`src/aesm_pkg.sv`:
```
// Shared types, constants and the code decode table of the encoder speed monitor.
package aesm_pkg;

  // Field widths.
  localparam int unsigned POS_W   = 7;
  localparam int unsigned CODE_W  = 8;
  localparam int unsigned DELTA_W = 8;
  localparam int unsigned SUM_W   = 14;
  localparam int unsigned WIN_W   = 7;
  localparam int unsigned THR_W   = 13;

  // Configuration port.
  localparam int unsigned ADDR_W = 4;
  localparam int unsigned DATA_W = 32;
  localparam logic [1:0]  REG_WINDOW = 2'd0;
  localparam logic [1:0]  REG_LOW    = 2'd1;
  localparam logic [1:0]  REG_HIGH   = 2'd2;

  localparam logic [WIN_W-1:0] WINDOW_RESET   = 7'd26;
  localparam logic [THR_W-1:0] LOW_THR_RESET  = 13'd16;
  localparam logic [THR_W-1:0] HIGH_THR_RESET = 13'd32;

  // Longest window that may be summed.
  localparam int unsigned WINDOW_MAX = 64;

  // Wrap detection limits for the position change.
  localparam logic [POS_W-1:0] WRAP_LOW  = 7'd28;
  localparam logic [POS_W-1:0] WRAP_HIGH = 7'd100;
  localparam logic signed [8:0] POS_SPAN = 9'sd128;

  // Depth of the queue between front and back end.
  localparam int unsigned QUEUE_DEPTH = 2;

  typedef enum logic [1:0] {
    EV_NONE  = 2'd0,
    EV_SET   = 2'd1,
    EV_CLEAR = 2'd2
  } ev_e;

  // One classified sample on its way from the front to the back end.
  typedef struct packed {
    logic                      enc;
    logic [POS_W-1:0]          pos;
    logic                      err;
    logic signed [DELTA_W-1:0] delta;
  } ent_t;

  // Configuration as seen by the back end.
  typedef struct packed {
    logic [WIN_W-1:0] window;
    logic [THR_W-1:0] low_thr;
    logic [THR_W-1:0] high_thr;
    logic             clear;
  } cfg_t;

  typedef struct packed {
    logic             found;
    logic [POS_W-1:0] pos;
  } dec_t;

  // Pin code of each of the 128 positions.
  localparam logic [CODE_W-1:0] CODE_TABLE [128] = '{
    8'd127, 8'd63,  8'd62,  8'd58,  8'd56,  8'd184, 8'd152, 8'd24,  8'd8,   8'd72,
    8'd73,  8'd77,  8'd79,  8'd15,  8'd47,  8'd175, 8'd191, 8'd159, 8'd31,  8'd29,
    8'd28,  8'd92,  8'd76,  8'd12,  8'd4,   8'd36,  8'd164, 8'd166, 8'd167, 8'd135,
    8'd151, 8'd215, 8'd223, 8'd207, 8'd143, 8'd142, 8'd14,  8'd46,  8'd38,
    8'd6,   8'd2,   8'd18,  8'd82,  8'd83,  8'd211, 8'd195, 8'd203, 8'd235, 8'd239,
    8'd231, 8'd199, 8'd71,  8'd7,   8'd23,  8'd19,  8'd3,   8'd1,   8'd9,   8'd41,  8'd169,
    8'd233, 8'd225, 8'd229, 8'd245, 8'd247, 8'd243, 8'd227, 8'd163,
    8'd131, 8'd139, 8'd137, 8'd129, 8'd128, 8'd132,
    8'd148, 8'd212, 8'd244, 8'd240, 8'd242, 8'd250, 8'd251, 8'd249, 8'd241, 8'd209,
    8'd193, 8'd197, 8'd196, 8'd192, 8'd64,  8'd66,  8'd74,  8'd106, 8'd122, 8'd120, 8'd121,
    8'd125, 8'd253, 8'd252, 8'd248, 8'd232, 8'd224, 8'd226, 8'd98,  8'd96,  8'd32,  8'd33,
    8'd37,  8'd53,  8'd61,  8'd60,  8'd188, 8'd190, 8'd254, 8'd126, 8'd124, 8'd116, 8'd112,
    8'd113, 8'd49,  8'd48,  8'd16,  8'd144, 8'd146, 8'd154, 8'd158, 8'd30,  8'd94,  8'd95
  };

  // Inverse lookup; the lowest matching position wins.
  function automatic dec_t decode_code(input logic [CODE_W-1:0] code);
    dec_t r;
    r.found = 1'b0;
    r.pos   = '0;
    for (int i = 127; i >= 0; i--) begin
      if (CODE_TABLE[i] == code) begin
        r.found = 1'b1;
        r.pos   = POS_W'(i);
      end
    end
    return r;
  endfunction

  function automatic ev_e event_of(input logic before_flag, input logic now_flag);
    ev_e r;
    r = EV_NONE;
    if (!before_flag && now_flag) begin
      r = EV_SET;
    end else if (before_flag && !now_flag) begin
      r = EV_CLEAR;
    end
    return r;
  endfunction

endpackage

```
`src/aesm_front.sv`:
```
// Front end: accepts samples, decodes the pin code and forms the wrap-aware position change.
module aesm_front (
  input  logic                         clk_i,
  input  logic                         rst_ni,
  input  logic                         in_valid_i,
  output logic                         in_stall_o,
  input  logic                         encoder_select_i,
  input  logic [aesm_pkg::CODE_W-1:0]  raw_code_i,
  input  logic                         q_full_i,
  output logic                         q_push_o,
  output aesm_pkg::ent_t               q_item_o
);
  import aesm_pkg::*;

  logic [POS_W-1:0]  last_pos_q [2];
  logic [POS_W-1:0]  last_pos_d [2];
  logic              accept;
  dec_t              dec;
  logic [POS_W-1:0]  prev_pos;
  logic [POS_W-1:0]  new_pos;
  logic signed [8:0] diff;

  assign in_stall_o = q_full_i;
  assign accept     = in_valid_i && !q_full_i;
  assign q_push_o   = accept;

  always_comb begin
    dec      = decode_code(raw_code_i);
    prev_pos = last_pos_q[encoder_select_i];
    new_pos  = dec.found ? dec.pos : prev_pos;
    diff     = $signed({2'b00, new_pos}) - $signed({2'b00, prev_pos});
    if (new_pos < WRAP_LOW && prev_pos > WRAP_HIGH) begin
      diff = diff + POS_SPAN;
    end else if (new_pos > WRAP_HIGH && prev_pos < WRAP_LOW) begin
      diff = diff - POS_SPAN;
    end
    q_item_o.enc   = encoder_select_i;
    q_item_o.pos   = new_pos;
    q_item_o.err   = !dec.found;
    q_item_o.delta = diff[DELTA_W-1:0];
  end

  always_comb begin
    last_pos_d = last_pos_q;
    if (accept) begin
      last_pos_d[encoder_select_i] = new_pos;
    end
  end

  always_ff @(posedge clk_i or negedge rst_ni) begin
    if (!rst_ni) begin
      last_pos_q[0] <= '0;
      last_pos_q[1] <= '0;
    end else begin
      last_pos_q <= last_pos_d;
    end
  end

endmodule

```
`src/aesm_queue.sv`:
```
// Short queue of classified samples between the front and the back end.
module aesm_queue (
  input  logic           clk_i,
  input  logic           rst_ni,
  input  logic           push_i,
  input  aesm_pkg::ent_t item_i,
  output logic           full_o,
  input  logic           pop_i,
  output logic           valid_o,
  output aesm_pkg::ent_t item_o
);
  import aesm_pkg::*;

  localparam int unsigned PTR_W = (QUEUE_DEPTH > 1) ? $clog2(QUEUE_DEPTH) : 1;
  localparam int unsigned CNT_W = $clog2(QUEUE_DEPTH + 1);
  localparam logic [PTR_W-1:0] PTR_LAST = PTR_W'(QUEUE_DEPTH - 1);
  localparam logic [CNT_W-1:0] CNT_FULL = CNT_W'(QUEUE_DEPTH);

  ent_t             slot_q [QUEUE_DEPTH];
  logic [PTR_W-1:0] wr_ptr_q, wr_ptr_d;
  logic [PTR_W-1:0] rd_ptr_q, rd_ptr_d;
  logic [CNT_W-1:0] cnt_q, cnt_d;

  assign full_o  = (cnt_q == CNT_FULL);
  assign valid_o = (cnt_q != '0);
  assign item_o  = slot_q[rd_ptr_q];

  always_comb begin
    wr_ptr_d = wr_ptr_q;
    rd_ptr_d = rd_ptr_q;
    cnt_d    = cnt_q;
    if (push_i) begin
      wr_ptr_d = (wr_ptr_q == PTR_LAST) ? '0 : wr_ptr_q + 1'b1;
    end
    if (pop_i) begin
      rd_ptr_d = (rd_ptr_q == PTR_LAST) ? '0 : rd_ptr_q + 1'b1;
    end
    if (push_i && !pop_i) begin
      cnt_d = cnt_q + 1'b1;
    end else if (pop_i && !push_i) begin
      cnt_d = cnt_q - 1'b1;
    end
  end

  always_ff @(posedge clk_i or negedge rst_ni) begin
    if (!rst_ni) begin
      wr_ptr_q <= '0;
      rd_ptr_q <= '0;
      cnt_q    <= '0;
    end else begin
      wr_ptr_q <= wr_ptr_d;
      rd_ptr_q <= rd_ptr_d;
      cnt_q    <= cnt_d;
    end
  end

  always_ff @(posedge clk_i) begin
    if (push_i) begin
      slot_q[wr_ptr_q] <= item_i;
    end
  end

endmodule

```
`src/aesm_back.sv`:
```
// Back end: delta rings, running window sums, threshold warnings and the result register.
module aesm_back #(
  parameter int unsigned HISTORY_DEPTH = 64
) (
  input  logic                                 clk_i,
  input  logic                                 rst_ni,
  input  aesm_pkg::cfg_t                       cfg_i,
  input  logic                                 q_valid_i,
  input  aesm_pkg::ent_t                       q_item_i,
  output logic                                 q_pop_o,
  output logic                                 out_valid_o,
  input  logic                                 out_stall_i,
  output logic                                 encoder_id_o,
  output logic [aesm_pkg::POS_W-1:0]           position_o,
  output logic                                 code_error_o,
  output logic signed [aesm_pkg::DELTA_W-1:0]  step_delta_o,
  output logic signed [aesm_pkg::SUM_W-1:0]    window_sum_o,
  output logic                                 warn_low_o,
  output logic                                 warn_high_o,
  output logic [1:0]                           low_event_o,
  output logic [1:0]                           high_event_o
);
  import aesm_pkg::*;

  localparam int unsigned IDX_W     = (HISTORY_DEPTH > 1) ? $clog2(HISTORY_DEPTH) : 1;
  localparam int unsigned FILL_W    = $clog2(HISTORY_DEPTH + 1);
  localparam int unsigned CMP_W     = ((IDX_W > WIN_W) ? IDX_W : WIN_W) + 1;
  localparam int unsigned ADDR_BITS = IDX_W + 1;
  localparam int unsigned MEM_DEPTH = 2 * (2 ** IDX_W);
  localparam int unsigned WIN_CAP   = (HISTORY_DEPTH < WINDOW_MAX) ? HISTORY_DEPTH : WINDOW_MAX;
  localparam logic [IDX_W-1:0]  IDX_LAST  = IDX_W'(HISTORY_DEPTH - 1);
  localparam logic [FILL_W-1:0] FILL_FULL = FILL_W'(HISTORY_DEPTH);
  localparam logic [CMP_W-1:0]  DEPTH_X   = CMP_W'(HISTORY_DEPTH);
  localparam logic [WIN_W-1:0]  WIN_CAP_V = WIN_W'(WIN_CAP);

  // Ring memory of both encoders, encoder number in the top address bit.
  logic signed [DELTA_W-1:0] ring_mem [MEM_DEPTH];

  // Per-encoder state.
  logic [IDX_W-1:0]        idx_q  [2];
  logic [IDX_W-1:0]        idx_d  [2];
  logic [FILL_W-1:0]       fill_q [2];
  logic [FILL_W-1:0]       fill_d [2];
  logic signed [SUM_W-1:0] sum_q  [2];
  logic signed [SUM_W-1:0] sum_d  [2];
  logic                    lw_q   [2];
  logic                    lw_d   [2];
  logic                    hw_q   [2];
  logic                    hw_d   [2];

  // Read stage.
  logic                 a_fire;
  logic                 a_enc;
  logic [IDX_W-1:0]     a_idx;
  logic [WIN_W-1:0]     win_eff;
  logic [CMP_W-1:0]     idx_x;
  logic [CMP_W-1:0]     win_x;
  logic [CMP_W-1:0]     old_x;
  logic [IDX_W-1:0]     a_old_idx;
  logic                 a_old_valid;
  logic [ADDR_BITS-1:0] rd_addr;

  // Update stage.
  logic                      b_valid_q, b_valid_d;
  ent_t                      b_item_q;
  logic [IDX_W-1:0]          b_idx_q;
  logic                      b_old_valid_q;
  logic signed [DELTA_W-1:0] rd_q;
  logic                      b_fire;
  logic                      b_enc;
  logic signed [DELTA_W-1:0] b_delta;
  logic signed [DELTA_W-1:0] b_old;
  logic signed [SUM_W-1:0]   b_sum;
  logic [SUM_W-1:0]          b_mag;
  logic                      b_wl;
  logic                      b_wh;
  ev_e                       b_low_ev;
  ev_e                       b_high_ev;
  logic [ADDR_BITS-1:0]      wr_addr;

  logic out_valid_q, out_valid_d;

  always_comb begin
    if (cfg_i.window == '0) begin
      win_eff = WIN_W'(1);
    end else if (cfg_i.window > WIN_CAP_V) begin
      win_eff = WIN_CAP_V;
    end else begin
      win_eff = cfg_i.window;
    end
  end

  // The update stage holds one sample at a time, so a new read never overlaps a pending write.
  assign a_fire  = q_valid_i && !b_valid_q && !cfg_i.clear;
  assign q_pop_o = a_fire;

  always_comb begin
    a_enc       = q_item_i.enc;
    a_idx       = idx_q[a_enc];
    idx_x       = CMP_W'(a_idx);
    win_x       = CMP_W'(win_eff);
    old_x       = (idx_x >= win_x) ? (idx_x - win_x) : (idx_x + DEPTH_X - win_x);
    a_old_idx   = old_x[IDX_W-1:0];
    a_old_valid = (CMP_W'(a_old_idx) < CMP_W'(fill_q[a_enc]));
    rd_addr     = {a_enc, a_old_idx};
  end

  always_comb begin
    idx_d  = idx_q;
    fill_d = fill_q;
    if (cfg_i.clear) begin
      for (int e = 0; e < 2; e++) begin
        idx_d[e]  = '0;
        fill_d[e] = '0;
      end
    end else if (a_fire) begin
      idx_d[a_enc] = (a_idx == IDX_LAST) ? '0 : a_idx + 1'b1;
      if (fill_q[a_enc] != FILL_FULL) begin
        fill_d[a_enc] = fill_q[a_enc] + 1'b1;
      end
    end
  end

  assign b_fire = b_valid_q && (!out_valid_q || !out_stall_i);

  always_comb begin
    b_enc     = b_item_q.enc;
    b_delta   = b_item_q.delta;
    b_old     = b_old_valid_q ? rd_q : '0;
    b_sum     = sum_q[b_enc] + SUM_W'(b_delta) - SUM_W'(b_old);
    b_mag     = b_sum[SUM_W-1] ? unsigned'(-b_sum) : unsigned'(b_sum);
    b_wl      = (b_mag > SUM_W'(cfg_i.low_thr));
    b_wh      = (b_mag > SUM_W'(cfg_i.high_thr));
    b_low_ev  = event_of(lw_q[b_enc], b_wl);
    b_high_ev = event_of(hw_q[b_enc], b_wh);
    wr_addr   = {b_enc, b_idx_q};
  end

  always_comb begin
    sum_d = sum_q;
    lw_d  = lw_q;
    hw_d  = hw_q;
    if (cfg_i.clear) begin
      sum_d[0] = '0;
      sum_d[1] = '0;
    end else if (b_fire) begin
      sum_d[b_enc] = b_sum;
      lw_d[b_enc]  = b_wl;
      hw_d[b_enc]  = b_wh;
    end
  end

  always_comb begin
    b_valid_d = b_valid_q;
    if (a_fire) begin
      b_valid_d = 1'b1;
    end else if (b_fire) begin
      b_valid_d = 1'b0;
    end
    out_valid_d = b_fire || (out_valid_q && out_stall_i);
  end

  always_ff @(posedge clk_i or negedge rst_ni) begin
    if (!rst_ni) begin
      for (int e = 0; e < 2; e++) begin
        idx_q[e]  <= '0;
        fill_q[e] <= '0;
        sum_q[e]  <= '0;
        lw_q[e]   <= 1'b0;
        hw_q[e]   <= 1'b0;
      end
      b_valid_q   <= 1'b0;
      out_valid_q <= 1'b0;
    end else begin
      idx_q       <= idx_d;
      fill_q      <= fill_d;
      sum_q       <= sum_d;
      lw_q        <= lw_d;
      hw_q        <= hw_d;
      b_valid_q   <= b_valid_d;
      out_valid_q <= out_valid_d;
    end
  end

  always_ff @(posedge clk_i) begin
    if (a_fire) begin
      rd_q          <= ring_mem[rd_addr];
      b_item_q      <= q_item_i;
      b_idx_q       <= a_idx;
      b_old_valid_q <= a_old_valid;
    end
    if (b_fire) begin
      ring_mem[wr_addr] <= b_delta;
    end
  end

  always_ff @(posedge clk_i) begin
    if (b_fire) begin
      encoder_id_o <= b_enc;
      position_o   <= b_item_q.pos;
      code_error_o <= b_item_q.err;
      step_delta_o <= b_delta;
      window_sum_o <= b_sum;
      warn_low_o   <= b_wl;
      warn_high_o  <= b_wh;
      low_event_o  <= b_low_ev;
      high_event_o <= b_high_ev;
    end
  end

  assign out_valid_o = out_valid_q;

endmodule

```
`src/absolute_encoder_speed_monitor_top.sv`:
```
// Top level of the two-encoder speed monitor: configuration registers and block wiring.
//
// Each input transaction carries one sampled pin code of one of two 128-position absolute
// encoders. The code is decoded to a position (an unknown code flags code_error and keeps
// the previous position), the wrap-aware change from that encoder's previous position is
// pushed into the encoder's own ring of HISTORY_DEPTH deltas, and a running sum over the
// newest window_length deltas is compared in magnitude with a low and a high threshold.
// Every input transaction yields exactly one output transaction, in order. The front end
// decodes and forms the change in the cycle of acceptance and hands the sample to a
// two-entry queue; the back end then handles each sample in two steps: it first reads the
// delta that leaves the window from the single-port ring memory, then forms the new sum and
// writes the new delta, and it takes no new sample until the current one is written. A
// sample passes through the queue, the update stage and the output register. While a result
// waits in the output register, the back end can still take the next sample from the queue
// and read its leaving delta, and the queue lets new samples be accepted meanwhile. Ring
// contents are tracked by a fill count per encoder, so no clearing pass is needed after
// reset. Registers sit at byte addresses 0 (window_length, reset 26), 4 (low_threshold,
// reset 16) and 8 (high_threshold, reset 32). Writing window_length empties both rings and
// zeroes both running sums, keeping positions and warning states; it should only be written
// while the block is idle.
module absolute_encoder_speed_monitor_top #(
  parameter int unsigned HISTORY_DEPTH = 64
) (
  input  logic                                 clk_i,
  input  logic                                 rst_ni,
  // Sample channel.
  input  logic                                 in_valid_i,
  output logic                                 in_stall_o,
  input  logic                                 encoder_select_i,
  input  logic [aesm_pkg::CODE_W-1:0]          raw_code_i,
  // Result channel.
  output logic                                 out_valid_o,
  input  logic                                 out_stall_i,
  output logic                                 encoder_id_o,
  output logic [aesm_pkg::POS_W-1:0]           position_o,
  output logic                                 code_error_o,
  output logic signed [aesm_pkg::DELTA_W-1:0]  step_delta_o,
  output logic signed [aesm_pkg::SUM_W-1:0]    window_sum_o,
  output logic                                 warn_low_o,
  output logic                                 warn_high_o,
  output logic [1:0]                           low_event_o,
  output logic [1:0]                           high_event_o,
  // Configuration port.
  input  logic                                 psel,
  input  logic                                 penable,
  input  logic                                 pwrite,
  input  logic [aesm_pkg::ADDR_W-1:0]          paddr,
  input  logic [aesm_pkg::DATA_W-1:0]          pwdata,
  output logic [aesm_pkg::DATA_W-1:0]          prdata,
  output logic                                 pready
);
  import aesm_pkg::*;

  logic [WIN_W-1:0] window_q;
  logic [THR_W-1:0] low_thr_q;
  logic [THR_W-1:0] high_thr_q;
  logic             cfg_wr;
  logic [1:0]       reg_idx;
  cfg_t             cfg;

  logic q_full;
  logic q_push;
  ent_t q_in_item;
  logic q_valid;
  logic q_pop;
  ent_t q_out_item;

  // The port never inserts wait states.
  assign pready  = 1'b1;
  assign cfg_wr  = psel && penable && pwrite;
  assign reg_idx = paddr[3:2];

  always_ff @(posedge clk_i or negedge rst_ni) begin
    if (!rst_ni) begin
      window_q   <= WINDOW_RESET;
      low_thr_q  <= LOW_THR_RESET;
      high_thr_q <= HIGH_THR_RESET;
    end else if (cfg_wr) begin
      unique case (reg_idx)
        REG_WINDOW: window_q   <= pwdata[WIN_W-1:0];
        REG_LOW:    low_thr_q  <= pwdata[THR_W-1:0];
        REG_HIGH:   high_thr_q <= pwdata[THR_W-1:0];
        default: ;
      endcase
    end
  end

  always_comb begin
    unique case (reg_idx)
      REG_WINDOW: prdata = DATA_W'(window_q);
      REG_LOW:    prdata = DATA_W'(low_thr_q);
      REG_HIGH:   prdata = DATA_W'(high_thr_q);
      default:    prdata = '0;
    endcase
  end

  // A window write empties the rings at the same clock edge as the register update.
  always_comb begin
    cfg.window   = window_q;
    cfg.low_thr  = low_thr_q;
    cfg.high_thr = high_thr_q;
    cfg.clear    = cfg_wr && (reg_idx == REG_WINDOW);
  end

  aesm_front u_front (
    .clk_i            (clk_i),
    .rst_ni           (rst_ni),
    .in_valid_i       (in_valid_i),
    .in_stall_o       (in_stall_o),
    .encoder_select_i (encoder_select_i),
    .raw_code_i       (raw_code_i),
    .q_full_i         (q_full),
    .q_push_o         (q_push),
    .q_item_o         (q_in_item)
  );

  aesm_queue u_queue (
    .clk_i   (clk_i),
    .rst_ni  (rst_ni),
    .push_i  (q_push),
    .item_i  (q_in_item),
    .full_o  (q_full),
    .pop_i   (q_pop),
    .valid_o (q_valid),
    .item_o  (q_out_item)
  );

  aesm_back #(
    .HISTORY_DEPTH (HISTORY_DEPTH)
  ) u_back (
    .clk_i        (clk_i),
    .rst_ni       (rst_ni),
    .cfg_i        (cfg),
    .q_valid_i    (q_valid),
    .q_item_i     (q_out_item),
    .q_pop_o      (q_pop),
    .out_valid_o  (out_valid_o),
    .out_stall_i  (out_stall_i),
    .encoder_id_o (encoder_id_o),
    .position_o   (position_o),
    .code_error_o (code_error_o),
    .step_delta_o (step_delta_o),
    .window_sum_o (window_sum_o),
    .warn_low_o   (warn_low_o),
    .warn_high_o  (warn_high_o),
    .low_event_o  (low_event_o),
    .high_event_o (high_event_o)
  );

endmodule

```
`config.mk`:
```
export PLATFORM = sky130hd
export DESIGN_NAME = absolute_encoder_speed_monitor_top
export DESIGN_NICKNAME = d
export VERILOG_FILES = /design/src/aesm_pkg.sv /design/src/aesm_front.sv /design/src/aesm_queue.sv /design/src/aesm_back.sv /design/src/absolute_encoder_speed_monitor_top.sv
export SDC_FILE = /design/constraint.sdc
export NUM_CORES = 1
export LEC_CHECK = 0
export BUFFER_PORTS_ARGS = -buffer_cell sky130_fd_sc_hd__buf_2
export CORE_MARGIN = 3
export CORE_UTILIZATION = 32
export CTS_CLUSTER_SIZE = 28
export DETAILED_ROUTE_END_ITERATION = 6
export PLACE_DENSITY = 0.48
export SYNTH_ARGS = -nofsm -noshare
export SYNTH_HDL_FRONTEND = slang
export SYNTH_HIERARCHICAL = 1
export SYNTH_SLANG_ARGS = --single-unit
```
`constraint.sdc`:
```
create_clock -name clk_i -period 9.1 [get_ports clk_i]
set_clock_uncertainty 0.2 [all_clocks]
set_input_delay 2.275 -clock clk_i [delete_from_list [all_inputs] [get_ports clk_i]]
set_output_delay 2.275 -clock clk_i [all_outputs]
set_load 0.03 [all_outputs]
```
==> results of run 1 <==
sequential cells by signal (all words and copies together) (netlist names), 8 cells and up:
signal,count
u_back/window_sum_o,14
u_back/step_delta_o,8
u_back/b_item_q,8
u_queue/slot_q,34
u_back/rd_q,8
u_back/b_delta,8
u_front/last_pos_q,14
u_back/ring_mem,1024
u_back/idx_q,12
high_thr_q,13
u_back/fill_q,14
u_back/sum_q,28
low_thr_q,13
per-stage QoR:
stage / cells / setup slack, ps / util [%]
6_report: 5667 / 2270 / 36.7
5_1_grt: 5667 / 1720 / 36.7
4_1_cts: 5666 / 2250 / 36.7
3_5_place_dp: 5415 / 1960 / 34.1
3_3_place_gp: 5415 / 1910 / 34.1
2_1_floorplan: 3298 / 2110 / -
cells in the final DEF, fill, tap and decap left out, types with 17 or more instances in the layout:
| cell type | n |
|---|---|
| a211oi_1 | 20 |
| a21oi_1 | 60 |
| a22o_1 | 33 |
| a311oi_1 | 49 |
| a31oi_1 | 24 |
| and2_1 | 23 |
| and3_1 | 24 |
| buf_2 | 81 |
| buf_4 | 57 |
| clkbuf_1 | 34 |
| clkbuf_16 | 143 |
| clkinv_1 | 26 |
| clkinv_2 | 24 |
| conb_1 | 20 |
| dfrtp_1 | 106 |
| edfxtp_1 | 1127 |
| ha_1 | 61 |
| inv_1 | 91 |
| mux2_2 | 61 |
| mux2_4 | 19 |
| mux2i_1 | 37 |
| mux4_2 | 256 |
| nand2_1 | 270 |
| nand2b_1 | 29 |
| nand3_1 | 133 |
| nand4_1 | 19 |
| nor2_1 | 204 |
| nor2b_1 | 38 |
| nor3_1 | 17 |
| nor4_1 | 19 |
| o21ai_0 | 39 |
| xnor2_1 | 29 |
| xor2_1 | 18 |
worst max path at each step:
stage,startpoint,end,slack [ps]
2_1_floorplan,u_back/b_delta[7],u_back/low_event_o[0],2110
3_3_place_gp,raw_code_i[5],u_queue/slot_q[0][7],1910
3_5_place_dp,raw_code_i[3],u_queue/slot_q[0][7],1960
4_1_cts,u_back/b_delta[7],u_back/high_event_o[0],2250
5_1_grt,u_back/b_delta[7],u_back/high_event_o[0],1720
6_report,u_back/b_enc,u_back/high_event_o[0],2270
metal layers:
metal	GRT usage (%)	vias up	part of all wire, %
met4	4.35	0	2.1
met5	0	-	0
li1	-	13000	-
met3	2.27	198	4.6
met2	25.6	843	48
met1	22.7	15400	46
cells by family after synthesis:
group	share of synthesized area, %
xor gates and xnor gates	0.857
other	0.0139
DFF	67.9
and+or+nand+nor	7.99
adders and majority gates	2.00
AOI/OAI and AO/OA	5.07
buffers and inverters	2.91
muxes	13.2
cell usage after synthesis (29+ instances only):
master	instances
inv_1	92
ha_1	62
mux2i_1	37
a22o_1	33
dfrtp_1	106
a311oi_1	49
mux2_2	61
buf_4	36
mux4_2	256
nand3_1	135
edfxtp_1	1127
xnor2_1	30
o21ai_0	39
buf_2	62
a21oi_1	61
nand2_1	270
clkbuf_1	83
nand2b_1	29
nor2b_1	38
nor2_1	205
cell type report:
type	count	area, sq um
Clock buffer	183	3790
Antenna cell	1	2.50
Multi-Input combinational cell	1747	15900
Timing Repair Buffer	144	953
Clock inverter	68	588
Fill cell	15500	105000
Tap cell	2189	2740
Sequential cell	1238	36600
Inverter	97	368
==> reports/metrics.csv, run 1 <==
metric;value;unit
Hold Path Depth;0;
RR Startpoint;u_back/b_enc;
Seq cells post-synth;1238;
r2r setup slk;2270;ps
register area share after synthesis;67.9;%
Post-CTS Hold Fix Bufs;0;
final setup fails;0;
drt total wl;139;mm
Worst setup EP type;flop;
worst path cell trace;buf_4 -> mux2i_1 -> fa_1 -> inv_1 -> ha_1 -> and2_4 -> a221oi_4 -> a2111oi_2 -> o311a_1 -> a21oi_2 -> o21ai_0 -> xnor2_1 -> ha_1 -> a21o_1 -> a21o_1 -> a211o_1 -> o211ai_1 -> a31oi_1 -> a41oi_2 -> nor3_2;
Hold WS;217;ps
hold crit path type;reg -> reg;
Worst-Margin Slew;1120;ps
Post-CTS Resized;0;
Final min period;6830;ps
first-pass GRT wire length;207;mm
Die Y;416;um
Die ar.;173000;sq um
Port Buf Inserts;82;
cts bufs inserted;136;
GRT Overall Usage;16.0;%
clk slew on worst S/H paths;60;ps
vias in the first global route;30000;
synthesized area per cell;16.4;sq um
max capacitance violation total;0;
dpl hpwl;83.9;mm
unrepaired setup endpoints after global routing;no;
clock sinks;1238;
Post-route DRC;0;
FF-to-FF End;u_back/high_event_o[0];
Main synth FF type;edfxtp_1;
Yosys cell types;122;
crit path DAT;7110;ps
Routed Antenna Nets;0;
slowest CP cell;edfxtp_1;
outcome;finished clean;
CP max stage delay;700;ps
grt ovf;0;
H-tree Lvls;4;
CTS root buffer;clkbuf_16;
R2R cell count;20;
Routed WL per cell;24.6;um
Initial Util;32.5;%
upper clock frequency limit;0.146;GHz
CP Launch Type;flop;
Max clock buf depth;3;
Crit Path Class;reg -> reg;
Via density;5.19;
DRT Pass-1 Iters;5;
fraction of layout cells with a size suffix above 1;22.1;%
Crit. path cell count;20;
ys async rst share;8.97;%
worst-case hold path end point;u_back/position_o[4];
row count;149;
Area Growth Syn to Fin;13.1;%
Final GP Congestion;0.849;
Cell Area, Synth;53900;sq um
Die Span X;416;um
Worst Min Path Start;u_back/b_item_q[13];
antenna violations before repair;4;
largest net degree at the start of global routing;93;
relative slew slack;24.5;%
setup_tns;0;ps
Placed Area;56600;sq um
nets;3493;
largest cells by area after synthesis;edfxtp_1 (63%), mux4_2 (11%), dfrtp_1 (4.9%);
critical path's top delay family;compound AO/OA/AOI/OAI gates;
Synth top area share;62.8;%
Final Instance Area;61000;sq um
final hold vios;0;
CP bufs+invs;2;
num ports;124;
Critical Path RT;9380;ps
postcts setup bufs;0;
Worst Path Max Fanout;21;
Gate Count Post-Synth;3280;
vias;29400;
Post-synth EDFFs;1127;
Yosys warnings;6;
Synth area leader;edfxtp_1;
final slew viol count;0;
clock latency on the worst-skew pair;750;ps
core area;166000;sq um
Initial DRC Count;2976;
Final period util;75.0;%
CTS tree;built;
Power of run 1 is not shown: default switching activity piles up to over one toggle a cycle in this logic, so the estimate is an artifact.
==> run 2, diff against run 1 <==
- ABC_AREA: default -> 1
- PLACE_DENSITY: 0.48 -> 0.5
- clock period: 9.1 -> 5.55 ns (I/O delays scaled with it)
==> run 2 against run 1 <==
Effect of this change:
- the run now ends with setup timing left
- synthesized cell count rose by 53%
- critical path depth rose by 10
- area after synthesis rose by 1.4%
- global-route usage rose by 1.3 points
- sequential share of layout area fell by 2.0 points
- via count rose by 28%
- wire length rose by 11%
- largest cell class unchanged
==> reports/metrics.csv, run 2 <==
metric;value;unit
upper clock frequency limit;0.177;GHz
Worst-Margin Slew;1110;ps
dpl hpwl;93.8;mm
CP max stage delay;350;ps
Synth Area in Simple Gates;15.4;%
commonest non-fill, non-tap cell in the layout;edfxtp_1;
Yosys warnings;6;
Initial DRC Count;3604;
unrepaired setup endpoints after global routing;yes;
Routed WL per cell;20.5;um
R2R cell count;25;
max capacitance violation total;0;
Worst setup EP type;flop;
Die ar.;176000;sq um
Final GP Congestion;0.850;
CTS root buffer;clkbuf_16;
Gate Count Post-Synth;5018;
Place WS;-1290;ps
largest net degree at the start of global routing;130;
slowest CP cell;a2111oi_1;
register area share after synthesis;67.0;%
hold crit path type;reg -> reg;
final cell count without fillers;7521;
Largest register FFs;1024;
most frequent CP cell;nand4_1;
row count;151;
Crit Path Class;in -> reg;
CP Launch Type;input port;
Initial Util;32.2;%
core area;170000;sq um
H-tree Lvls;3;
nets;5326;
final hold vios;0;
Max clock buf depth;3;
largest cells by area after synthesis;edfxtp_1 (62%), nor2_1 (6.7%), o21ai_0 (5.1%);
Area Growth Syn to Fin;15.3;%
clock latency on the worst-skew pair;750;ps
combinational family with the most area after synthesis;simple AND/OR/NAND/NOR gates;
Die Y;419;um
Synth top area share;61.9;%
Post-synth top cells;edfxtp_1 (1127), nor2_1 (983), nand2_1 (705), o21ai_0 (562), inv_1 (316);
crit path DAT;5950;ps
final setup fails;7;
post-synthesis mux area share;0.485;%
GRT Overall Usage;17.3;%
Final min period;5650;ps
Port Buf Inserts;82;
Final period util;102;%
setup_tns;-451;ps
Via density;5.01;
first-pass GRT wire length;233;mm
vias;37700;
Synth area leader;edfxtp_1;
Yosys cell types;57;
cell with the most instances after synthesis;edfxtp_1;
Die Span X;419;um
Post-route DRC;0;
Final Util;37.1;%
failing checks;setup timing;
Final Worst Setup Slack;-105;ps
drt total wl;155;mm
most frequent cells in the layout;edfxtp_1 (1127), nor2_1 (973), nand2_1 (689);
Synth Area in XOR/XNOR;0.499;%
grt ovf;0;
biggest regs;u_back/ring_mem (1024), u_queue/slot_q (34), u_back/sum_q (28);
synthesized area per cell;10.9;sq um
Cells after DPL;7272;
clk slew on worst S/H paths;60;ps
Routed Antenna Nets;0;
Post-CTS Hold Fix Bufs;0;
Main synth FF type;edfxtp_1;
DRT Pass-1 Iters;5;
antenna violations before repair;0;
outcome;complete, but fails checks;
Hold Path Depth;0;
CTS tree;built;
clock sinks;1238;
fraction of layout cells with a size suffix above 1;11.7;%
final slew viol count;0;
Synth Area in Compound Gates;9.81;%
num ports;124;
cts bufs inserted;121;
vias in the first global route;36600;
Adder-Cell Fraction of Synth Area;1.97;%
Critical Path RT;5850;ps
relative slew slack;25.5;%
Worst Path Max Fanout;3;
Cell Area, Synth;54700;sq um
Largest Register;u_back/ring_mem;
Post-synth EDFFs;1127;
n_diodes;0;
Seq cells post-synth;1238;
ys async rst share;8.97;%
-- run 2: cell count changes in the layout (fill, tap and decap cells not counted), sizes merged, moves of 41 or more --
cell,change
a311oi,-50
buf,+170
inv,+230
mux2,-64
mux4,-256
nand2,+446
nand3,+162
nor2,+788
nor2b,-41
o211ai,+95
o21ai,+658
o22ai,+101
-- run 2: critical path, delay by kind of cell --
kind                     cells  cell delay [ps]
AO/OA/AOI/OAI               11             2220
adder cells (fa/ha/maj)      1              220
buffers and inverters        6              470
AND/OR/NAND/NOR             12             1650
-- run 2: layout make-up --
type	count	area (sq um)
clock buffer	150	3210
tap	2218	2780
fill	16600	107000
timing repair buffer	314	2580
sequential	1238	36600
multi-input combinational	3195	15900
inverter	327	1270
clock inverter	79	674
-- run 2: cells by family after synthesis --
group / after synthesis
AO/OA/AOI/OAI: 972
XOR/XNOR: 26
adder cells (fa/ha/maj): 77
buffers and inverters: 603
flip-flops: 1238
multiplexers: 21
other: 2
AND/OR/NAND/NOR: 2079
-- run 2: through the flow --
stage	hold slack, ps	cell area (sq um)
after detailed placement	205	58600
after global routing	226	63000
final	214	63000
after global placement	204	58600
after CTS	215	62900
after floorplan	200	54900
-- run 2: worst paths after layout --
check	startpoint	endpoint	slack, ps
max	raw_code_i[5]	u_queue/slot_q[0][7]	-100
min	u_back/b_item_q[9]	u_back/position_o[0]	210
max reg2reg	u_back/b_enc	u_back/low_event_o[0]	520
min reg2reg	u_back/b_item_q[9]	u_back/position_o[0]	210
max in group asynchronous	rst_ni	u_back/fill_q[6]	3630
min in group asynchronous	rst_ni	high_thr_q[11]	490
-- run 2: timing repair --
item,4_1_cts,5_1_grt
cloned,0,0
endpoints found under the hold margin,0,0
setup buffers,17,6
endpoints found under the setup margin,8,27
pin swaps,23,2
resized for setup,82,24
-- run 2: routing by layer --
metal  vias up  global-route usage (%)  part of all wire, %
met1     18700                    24.1                   45
met3       174                    1.93                  4.8
met2       957                    28.5                   48
met5         -                       0                    0
li1      17800                       -                    -
met4         0                    5.07                  2.5
Power of run 2 is left out for the same reason.
